File: src/vwht_pkg.sv
`timescale 1ns / 1ps
`default_nettype none
// ----------------------------------------------------------------------------
// vwht_pkg
// Shared constants, types and the position hash for the vertex weld table.
// ----------------------------------------------------------------------------
package vwht_pkg;

    localparam int HASH_BITS    = 10;
    localparam int VERTEX_DEPTH = 1024;
    localparam int BUCKETS      = 1 << HASH_BITS;
    localparam int VIDX_W       = $clog2(VERTEX_DEPTH);
    localparam int LINK_W       = VIDX_W + 1;
    localparam int HB_W         = 4;
    localparam int NRM_W        = 18;
    localparam int DOT_W        = 40;
    localparam int OUT_IDX_W    = 10;

    localparam logic [31:0] HASH_ADD = 32'h1234_5678;
    localparam logic signed [DOT_W-1:0] DOT_LOW  = DOT_W'(64'h0000_fff0_0000);
    localparam logic signed [DOT_W-1:0] DOT_HIGH = DOT_W'(64'h0001_0010_0000);

    // classified request handed from front to back
    typedef struct packed {
        logic                    new_mesh;
        logic [HASH_BITS-1:0]    bucket;
        logic [31:0]             px;
        logic [31:0]             py;
        logic [31:0]             pz;
        logic [63:0]             uv;
        logic [3*NRM_W-1:0]      nrm;
    } req_t;

    // one add-rotate round with arithmetic right part
    function automatic logic [31:0] mix_round(input logic [31:0] v);
        logic [31:0] hi;
        begin
            hi = {{27{v[31]}}, v[31:27]};
            mix_round = v + HASH_ADD + ((v << 5) | hi);
        end
    endfunction

endpackage
`default_nettype wire

File: src/vwht_front.sv
`timescale 1ns / 1ps
`default_nettype none
// ----------------------------------------------------------------------------
// vwht_front
// Accepts vertices, hashes positions (three rounds a cycle) and queues the
// classified request in a two-entry FIFO toward the back end.
// ----------------------------------------------------------------------------
module vwht_front (
    input  wire logic                         clk,
    input  wire logic                         rst_n,
    input  wire logic [vwht_pkg::HB_W-1:0]    hash_bits,
    input  wire logic                         in_valid,
    output logic                              in_ready,
    input  wire logic                         new_mesh,
    input  wire logic [31:0]                  pos_x,
    input  wire logic [31:0]                  pos_y,
    input  wire logic [31:0]                  pos_z,
    input  wire logic [31:0]                  tex_u,
    input  wire logic [31:0]                  tex_v,
    input  wire logic [17:0]                  norm_x,
    input  wire logic [17:0]                  norm_y,
    input  wire logic [17:0]                  norm_z,
    output logic                              q_valid,
    input  wire logic                         q_pop,
    output vwht_pkg::req_t                    q_data
);
    import vwht_pkg::*;

    localparam logic [1:0] ROUNDS_PER_STEP = 2'd3;

    logic                busy_reg, busy_next;
    logic [1:0]          step_reg, step_next;
    logic [31:0]         hx_reg, hx_next, hy_reg, hy_next, hz_reg, hz_next;
    req_t                cur_reg, cur_next;
    req_t                push_req;
    logic [HB_W-1:0]     bits_use;
    logic [HASH_BITS-1:0] mask;
    logic [31:0]         ax, ay, az, hsum;

    req_t                fifo_reg [2];
    logic                wp_reg, rp_reg;
    logic [1:0]          cnt_reg;
    logic                push;

    always_comb
    begin
        ax = hx_reg;
        ay = hy_reg;
        az = hz_reg;
        for (int i = 0; i < 3; i++)
        begin
            ax = mix_round(ax);
            ay = mix_round(ay);
            az = mix_round(az);
        end
    end

    always_comb
    begin
        if (hash_bits < HB_W'(2))
        begin
            bits_use = HB_W'(2);
        end
        else if (hash_bits > HB_W'(HASH_BITS))
        begin
            bits_use = HB_W'(HASH_BITS);
        end
        else
        begin
            bits_use = hash_bits;
        end
        mask = HASH_BITS'((32'd1 << bits_use) - 32'd1);
        hsum = ax ^ ay ^ az;
        push_req        = cur_reg;
        push_req.bucket = hsum[HASH_BITS-1:0] & mask;
    end

    assign in_ready = !busy_reg;
    assign push     = busy_reg && (step_reg == ROUNDS_PER_STEP - 2'd1) && (cnt_reg != 2'd2);

    always_comb
    begin
        busy_next = busy_reg;
        step_next = step_reg;
        hx_next   = hx_reg;
        hy_next   = hy_reg;
        hz_next   = hz_reg;
        cur_next  = cur_reg;
        if (in_valid && in_ready)
        begin
            busy_next         = 1'b1;
            step_next         = 2'd0;
            hx_next           = pos_x;
            hy_next           = pos_y;
            hz_next           = pos_z;
            cur_next.new_mesh = new_mesh;
            cur_next.bucket   = '0;
            cur_next.px       = pos_x;
            cur_next.py       = pos_y;
            cur_next.pz       = pos_z;
            cur_next.uv       = {tex_v, tex_u};
            cur_next.nrm      = {norm_z, norm_y, norm_x};
        end
        else if (busy_reg && step_reg != ROUNDS_PER_STEP - 2'd1)
        begin
            step_next = step_reg + 2'd1;
            hx_next   = ax;
            hy_next   = ay;
            hz_next   = az;
        end
        else if (push)
        begin
            busy_next = 1'b0;
        end
    end

    always_ff @(posedge clk or negedge rst_n)
    begin
        if (!rst_n)
        begin
            busy_reg <= 1'b0;
            step_reg <= 2'd0;
            wp_reg   <= 1'b0;
            rp_reg   <= 1'b0;
            cnt_reg  <= 2'd0;
        end
        else
        begin
            busy_reg <= busy_next;
            step_reg <= step_next;
            if (push)
            begin
                wp_reg <= !wp_reg;
            end
            if (q_pop)
            begin
                rp_reg <= !rp_reg;
            end
            cnt_reg <= cnt_reg + {1'b0, push} - {1'b0, q_pop};
        end
    end

    always_ff @(posedge clk)
    begin
        hx_reg  <= hx_next;
        hy_reg  <= hy_next;
        hz_reg  <= hz_next;
        cur_reg <= cur_next;
        if (push)
        begin
            fifo_reg[wp_reg] <= push_req;
        end
    end

    assign q_valid = cnt_reg != 2'd0;
    assign q_data  = fifo_reg[rp_reg];
endmodule
`default_nettype wire

File: config.mk
export PLATFORM = sky130hd
export DESIGN_NAME = vwht_front
export DESIGN_NICKNAME = d
export VERILOG_FILES = /design/src/vwht_pkg.sv /design/src/vwht_front.sv
export SDC_FILE = /design/constraint.sdc
export NUM_CORES = 2
export LEC_CHECK = 0
export BUFFER_PORTS_ARGS = -buffer_cell sky130_fd_sc_hd__buf_4
export CAP_MARGIN = 5
export CORE_MARGIN = 5
export CORE_UTILIZATION = 60
export CTS_CLUSTER_SIZE = 40
export DETAILED_ROUTE_END_ITERATION = 16
export GPL_ROUTABILITY_DRIVEN = 1
export PLACE_DENSITY = 0.89
export REMOVE_ABC_BUFFERS = 1
export SETUP_SLACK_MARGIN = 0.02
export SLEW_MARGIN = 20
export SYNTH_ARGS = -nofsm -noshare
export SYNTH_HDL_FRONTEND = slang
export SYNTH_SLANG_ARGS = --single-unit
File: constraint.sdc
create_clock -name clk -period 17.5 [get_ports clk]
set_input_delay 0.875 -clock clk [delete_from_list [all_inputs] [get_ports clk]]
set_output_delay 0.875 -clock clk [all_outputs]
set_load 0.03 [all_outputs]
# After elaboration in Yosys (flattened, before gate mapping)
# Memories as Yosys holds them, arrays and structs flattened.
# Index checks and enable logic that the tools add are counted.
# totals
elab_cells	82
ramBits	450
register_bits	318
n_memories	1
out_inout_bits	227
# op_classes
n_shift	1
add_sub_neg	22
order_cmp	2
bitwise	12
n_eq_ne	4
n_reduce_logical	11
muxes	15
# mem_list
memory	depth	word_bits	rd	rd_ports_with_merged_regs	write_ports	line_no	rtl
fifo_reg	2	225	1	0	1	vwht_front.sv:40	req_t fifo_reg [2];
# op_table
op	count
32-bit by 29-bit adder with 32-bit output (second input constant)	9
32-bit adder	9
32-bit bitwise OR	9
32-bit two-way mux	6
10-bit XOR	2
10-bit AND	1
1-bit by 4-bit << shifter with 10-bit output (first input constant)	1
10-bit by 1-bit subtractor with 10-bit output (second input constant)	1
4-bit two-way mux	2
2-bit != test (second input constant)	3
2-bit nonzero test	3
1-bit two-way mux	5
4-bit > comparator (second input constant)	1
1-bit logical AND	4
4-bit by 2-bit < comparator with 1-bit output (second input constant)	1
2-bit two-way mux	2
1-bit zero test	3
2-bit by 1-bit adder with 2-bit output	1
2-bit by 1-bit adder with 2-bit output (second input constant)	1
2-bit == test (second input constant)	1
2-bit AND reduction	1
2-bit by 1-bit subtractor with 2-bit output	1

# Depth between registers and ports, before layout
# logic_depth
word_depth	9
mapped_depth	46
depth_no_buf	42

# Worst setup path after synthesis
# No wires, ideal clock.
# synth_timing
path_type	flip-flop to flip-flop
startpoint	register step_reg[0]
endpoint	memory fifo_reg[0][0] in the netlist's numbering (enable)
setup_time_ns	0.814
arrival_ns	10.321
path_slack_ns	6.365
stages_incl_launch_ff	7
path_cell_list	dfrtp_1 -> inv_1 -> ha_1 -> nand2_1 -> a21oi_1 -> inv_1 -> nor2_1
# synth_via
elab_chain_len	5
# synth_rtl
element	line_no	rtl
start, declared	vwht_front.sv:32	logic [1:0] step_reg, step_next;
start signal, assigned	vwht_front.sv:130	step_reg <= step_next;
2-bit == test	vwht_front.sv:79	assign push = busy_reg && (step_reg == ROUNDS_PER_STEP - 2'd1) && (cnt_reg != 2'd2);
1-bit logical AND (2 in series)	vwht_front.sv:79	
1-bit two-way mux	vwht_front.sv:149	if (push)
1-bit two-way mux (implied by the code)	vwht_front.sv:151	fifo_reg[wp_reg] <= push_req;
end, declared	vwht_front.sv:40	
# No other way between the ends.

# Final worst setup path
# layout_timing
startpoint	register hy_reg[31]
endpoint	register hy_reg[30] (data pin)
# layout_via
elab_chain_len	8
elab_cells_between_ends	11
classes_between	add/sub (6); mux (2); bitwise (3)
# layout_rtl
element	line_no	rtl
start, declared	vwht_front.sv:33	logic [31:0] hx_reg, hx_next, hy_reg, hy_next, hz_reg, hz_next;
start signal, assigned	vwht_front.sv:146	hy_reg <= hy_next;
32-bit bitwise OR / 32-bit by 29-bit adder with 32-bit output (equally long branches)	vwht_pkg.sv:39	mix_round = v + HASH_ADD + ((v << 5) | hi);
32-bit adder (*)	vwht_pkg.sv:39	
32-bit by 29-bit adder with 32-bit output / 32-bit bitwise OR (equally long branches)	vwht_pkg.sv:39	
32-bit adder (*)	vwht_pkg.sv:39	
32-bit by 29-bit adder with 32-bit output / 32-bit bitwise OR (equally long branches)	vwht_pkg.sv:39	
32-bit adder (*)	vwht_pkg.sv:39	
32-bit two-way mux (*)	vwht_front.sv:104	else if (busy_reg && step_reg != ROUNDS_PER_STEP - 2'd1)
32-bit two-way mux (*)	vwht_front.sv:89	if (in_valid && in_ready)
net hy_next[30]	vwht_front.sv:33	
# The timed path passes the listed nets; every way through them passes the cells marked *. The select of a mux whose other input is x is not followed.
# A chain may end at the register's enable or synchronous reset.

==> load_flow_metrics.sql <==
INSERT INTO impl_metrics (metric_group, metric, value, unit) VALUES
('timing', 'clock_skew', '0.0493', 'ns'),
('die', 'die-height', '286', 'µm'),
('die', 'die_w', '286', 'µm'),
('routing', 'ant_nets', '0', ''),
('die', 'floorplan.initialDensity', '60.4', '%'),
('timing', 'maxSlewViolCount', '0', ''),
('die', 'io_pins', '450', ''),
('routing', 'postRouteWirelength', '120', 'mm'),
('yosys', 'synthesis.area_per_instance', '11.6', 'µm²'),
('cts', 'cts_resized', '0', ''),
('worst_setup_path', 'arrival', '11.38', 'ns'),
('yosys', 'post_synth_edffs', '761', ''),
('placement', 'place.port_buffers', '449', ''),
('finish', 'number_of_inserted_filler_cells_in_the_final_layout', '5125', ''),
('worst_setup_path', 'critical-path-top-cell-by-count', 'sky130_fd_sc_hd__ha_1', ''),
('worst_hold_path', 'worst_hold_path.endpoint', 'cur_reg[83]', ''),
('worst_setup_path', 'worst-r2r-setup-slack', '6.46', 'ns'),
('yosys', 'main_combinational_cell_family_by_area_after_synthesis', 'adder cells', ''),
('routing', 'route.detailed.drc', '0', ''),
('worst_setup_path', 'critical_path_class', 'reg2reg', ''),
('die', 'die_area', '82000', 'µm²'),
('yosys', 'synth_fa_ha_area_share', '15.4', '%'),
('yosys', 'synthesized_area_fraction_occupied_by_xor_and_xnor_cells', '5.15', '%'),
('yosys', 'synth-simple-area-share', '8.92', '%'),
('yosys', 'synth.area.mux_share', '5.62', '%'),
('timing', 'finalSetupViolations', '0', ''),
('worst_setup_path', 'critical_path_peak_fanout', '19', ''),
('yosys', 'async_flop_share', '0.911', '%'),
('cts', 'numClockSinks', '768', ''),
('worst_setup_path', 'critical_path.reg2reg.startpoint', 'hy_reg[31]', ''),
('timing', 'worst_hold_slack', '0.368', 'ns'),
('global_route', 'first_pass_grt_wire_length', '183', 'mm'),
('timing', 'fin_crit_share', '63.1', '%'),
('placement', 'dp_worst_setup_slack', '6.70', 'ns'),
('worst_setup_path', 'critical_path_startpoint_category', 'register', ''),
('yosys', 'cell_type_with_the_highest_aggregate_area_in_the_netlist', 'sky130_fd_sc_hd__edfxtp_1', ''),
('routing', 'route.detailed.vias_per_inst', '6.00', ''),
('global_route', 'antenna_found_initial', '7', ''),
('finish', 'seqCellArea', '23000', 'µm²'),
('outcome', 'run_status', 'finished, final reports clean', ''),
('finish', 'drive_gt1_share', '19.6', '%'),
('timing', 'unrepaired_setup_endpoints_after_global_routing', 'no', ''),
('timing', 'fmaxAchievable', '90.5', 'MHz'),
('placement', 'gp_routability_congestion', '1.02', ''),
('worst_setup_path', 'crit_path_end_kind', 'register', ''),
('die', 'floorplan.core_area', '75800', 'µm²'),
('routing', 'drt_iter0_markers', '3015', ''),
('worst_setup_path', 'critPathSlowestCell', 'sky130_fd_sc_hd__a2111oi_0', ''),
('worst_setup_path', 'critical-path-top-delay-family', 'compound AO/OA/AOI/OAI gates', ''),
('worst_setup_path', 'worstReg2RegEnd', 'hy_reg[30]', ''),
('worst_hold_path', 'min-delay-start', 'tex_u[29]', ''),
('cts', 'clock_path_buffers', '3', ''),
('die', 'placement_rows', '101', ''),
('global_route', 'global_route.usage.total', '28.5', '%'),
('worst_setup_path', 'worst-r2r-cell-count', '37', ''),
('global_route', 'first_global_vias', '32000', ''),
('cts', 'postCtsHoldBufs', '1', ''),
('finish', 'largest_reg_flops', '450', ''),
('cts', 'clkSlewWorstSetupHoldPaths', '0.07', 'ns'),
('worst_hold_path', 'hold_class', 'in2reg', ''),
('yosys', 'synth.top_cells.by_count', 'sky130_fd_sc_hd__edfxtp_1, sky130_fd_sc_hd__ha_1, sky130_fd_sc_hd__inv_1', ''),
('flow_run', 'max_cap_viol_count', '0', ''),
('yosys', 'fraction_of_the_mapped_netlist_area_in_compound_gates', '10.8', '%'),
('timing', 'slew_headroom', '14.9', '%'),
('timing', 'timing.final.crit_period', '11.04', 'ns'),
('cts', 'clock_insertion_delay_worst_skew', '0.67', 'ns'),
('worst_setup_path', 'timing.critical_path.slowest_cell_delay', '0.89', 'ns'),
('yosys', 'yosysTopAreaCellShare', '49.9', '%'),
('cts', 'htree_levels', '3', ''),
('worst_hold_path', 'holdPathStages', '1', ''),
('yosys', 'ys_ff_latch', '768', '');
## cells by family (layout without fill, tap and decap cells)
| group | Yosys count | after routing |
|---|---|---|
| AND/OR/NAND/NOR | 871 | 871 |
| buffers and inverters | 455 | 985 |
| flip-flops | 768 | 768 |
| AO/OA/AOI/OAI | 783 | 783 |
| XOR/XNOR | 266 | 266 |
| other | 1 | 8 |
| adder cells (fa/ha/maj) | 560 | 560 |
| multiplexers | 229 | 229 |
## per-stage QoR
stage               area, µm²  cells  util, %
CTS                     52800   5442     69.6
finish                  52800   5448     69.6
floorplan               45500   3862        -
detailed placement      50300   5307     66.4
global placement        50300   5307     66.4
global route            52800   5448     69.6
## final cells by class
class | instances | area share (%)
Sequential cell | 768 | 43.6
Multi-Input combinational cell | 2711 | 40.0
Timing Repair Buffer | 468 | 6.69
Clock buffer | 93 | 3.73
Inverter | 383 | 2.74
Tap cell | 978 | 2.32
Clock inverter | 41 | 0.877
Antenna cell | 6 | 0.0285
## per-layer routing
metal | vias to the layer above | wire length (µm) | GRT usage (%)
met3 | 274 | 10600 | 5.81
li1 | 15300 | - | -
met5 | - | 13 | 0
met1 | 15700 | 48100 | 37.3
met2 | 1460 | 57000 | 47.6
met4 | 2 | 4670 | 9.87
## cell usage in the layout, fill, tap and decap left out, types with 8 or more instances in the layout
cell type	Yosys	layout
sky130_fd_sc_hd__edfxtp_1	761	761
sky130_fd_sc_hd__clkbuf_16	0	76
sky130_fd_sc_hd__nand2b_1	38	38
sky130_fd_sc_hd__and4_1	10	10
sky130_fd_sc_hd__a21oi_1	265	264
sky130_fd_sc_hd__buf_4	0	466
sky130_fd_sc_hd__o21bai_1	35	35
sky130_fd_sc_hd__clkinv_1	3	16
sky130_fd_sc_hd__clkbuf_1	53	17
sky130_fd_sc_hd__fa_1	9	9
sky130_fd_sc_hd__inv_1	376	375
sky130_fd_sc_hd__ha_1	551	551
sky130_fd_sc_hd__xor2_1	114	114
sky130_fd_sc_hd__and3_1	25	25
sky130_fd_sc_hd__a211oi_1	32	32
sky130_fd_sc_hd__mux2_2	227	227
sky130_fd_sc_hd__o21a_1	44	44
sky130_fd_sc_hd__nor2_1	247	246
sky130_fd_sc_hd__nor3_1	35	35
sky130_fd_sc_hd__a21o_1	102	102
sky130_fd_sc_hd__xnor2_1	149	149
sky130_fd_sc_hd__o211ai_1	19	19
sky130_fd_sc_hd__and2_1	31	30
sky130_fd_sc_hd__clkinv_2	0	11
sky130_fd_sc_hd__a31oi_1	15	15
sky130_fd_sc_hd__nor2b_1	19	19
sky130_fd_sc_hd__nand2_1	283	282
sky130_fd_sc_hd__o31ai_1	14	14
sky130_fd_sc_hd__or2_2	44	44
sky130_fd_sc_hd__nand3_1	53	53
sky130_fd_sc_hd__or3_1	18	18
sky130_fd_sc_hd__o21ai_0	161	161
sky130_fd_sc_hd__nand4_1	29	29
sky130_fd_sc_hd__a21boi_0	8	8
## worst max path at each step
stage,to,slack (ns),cells past startpoint,from
after floorplan,fifo_reg[0][0],6.37,6,step_reg[0]
after global placement,hy_reg[30],6.96,37,hy_reg[31]
after detailed placement,hy_reg[30],6.70,37,hy_reg[31]
after CTS,hy_reg[30],6.66,37,hy_reg[31]
after global routing,hy_reg[30],5.70,37,hy_reg[31]
final,hy_reg[30],6.46,37,hy_reg[31]
Power is not shown: default switching activity piles up to over one toggle a cycle in this logic, so the estimate is an artifact.
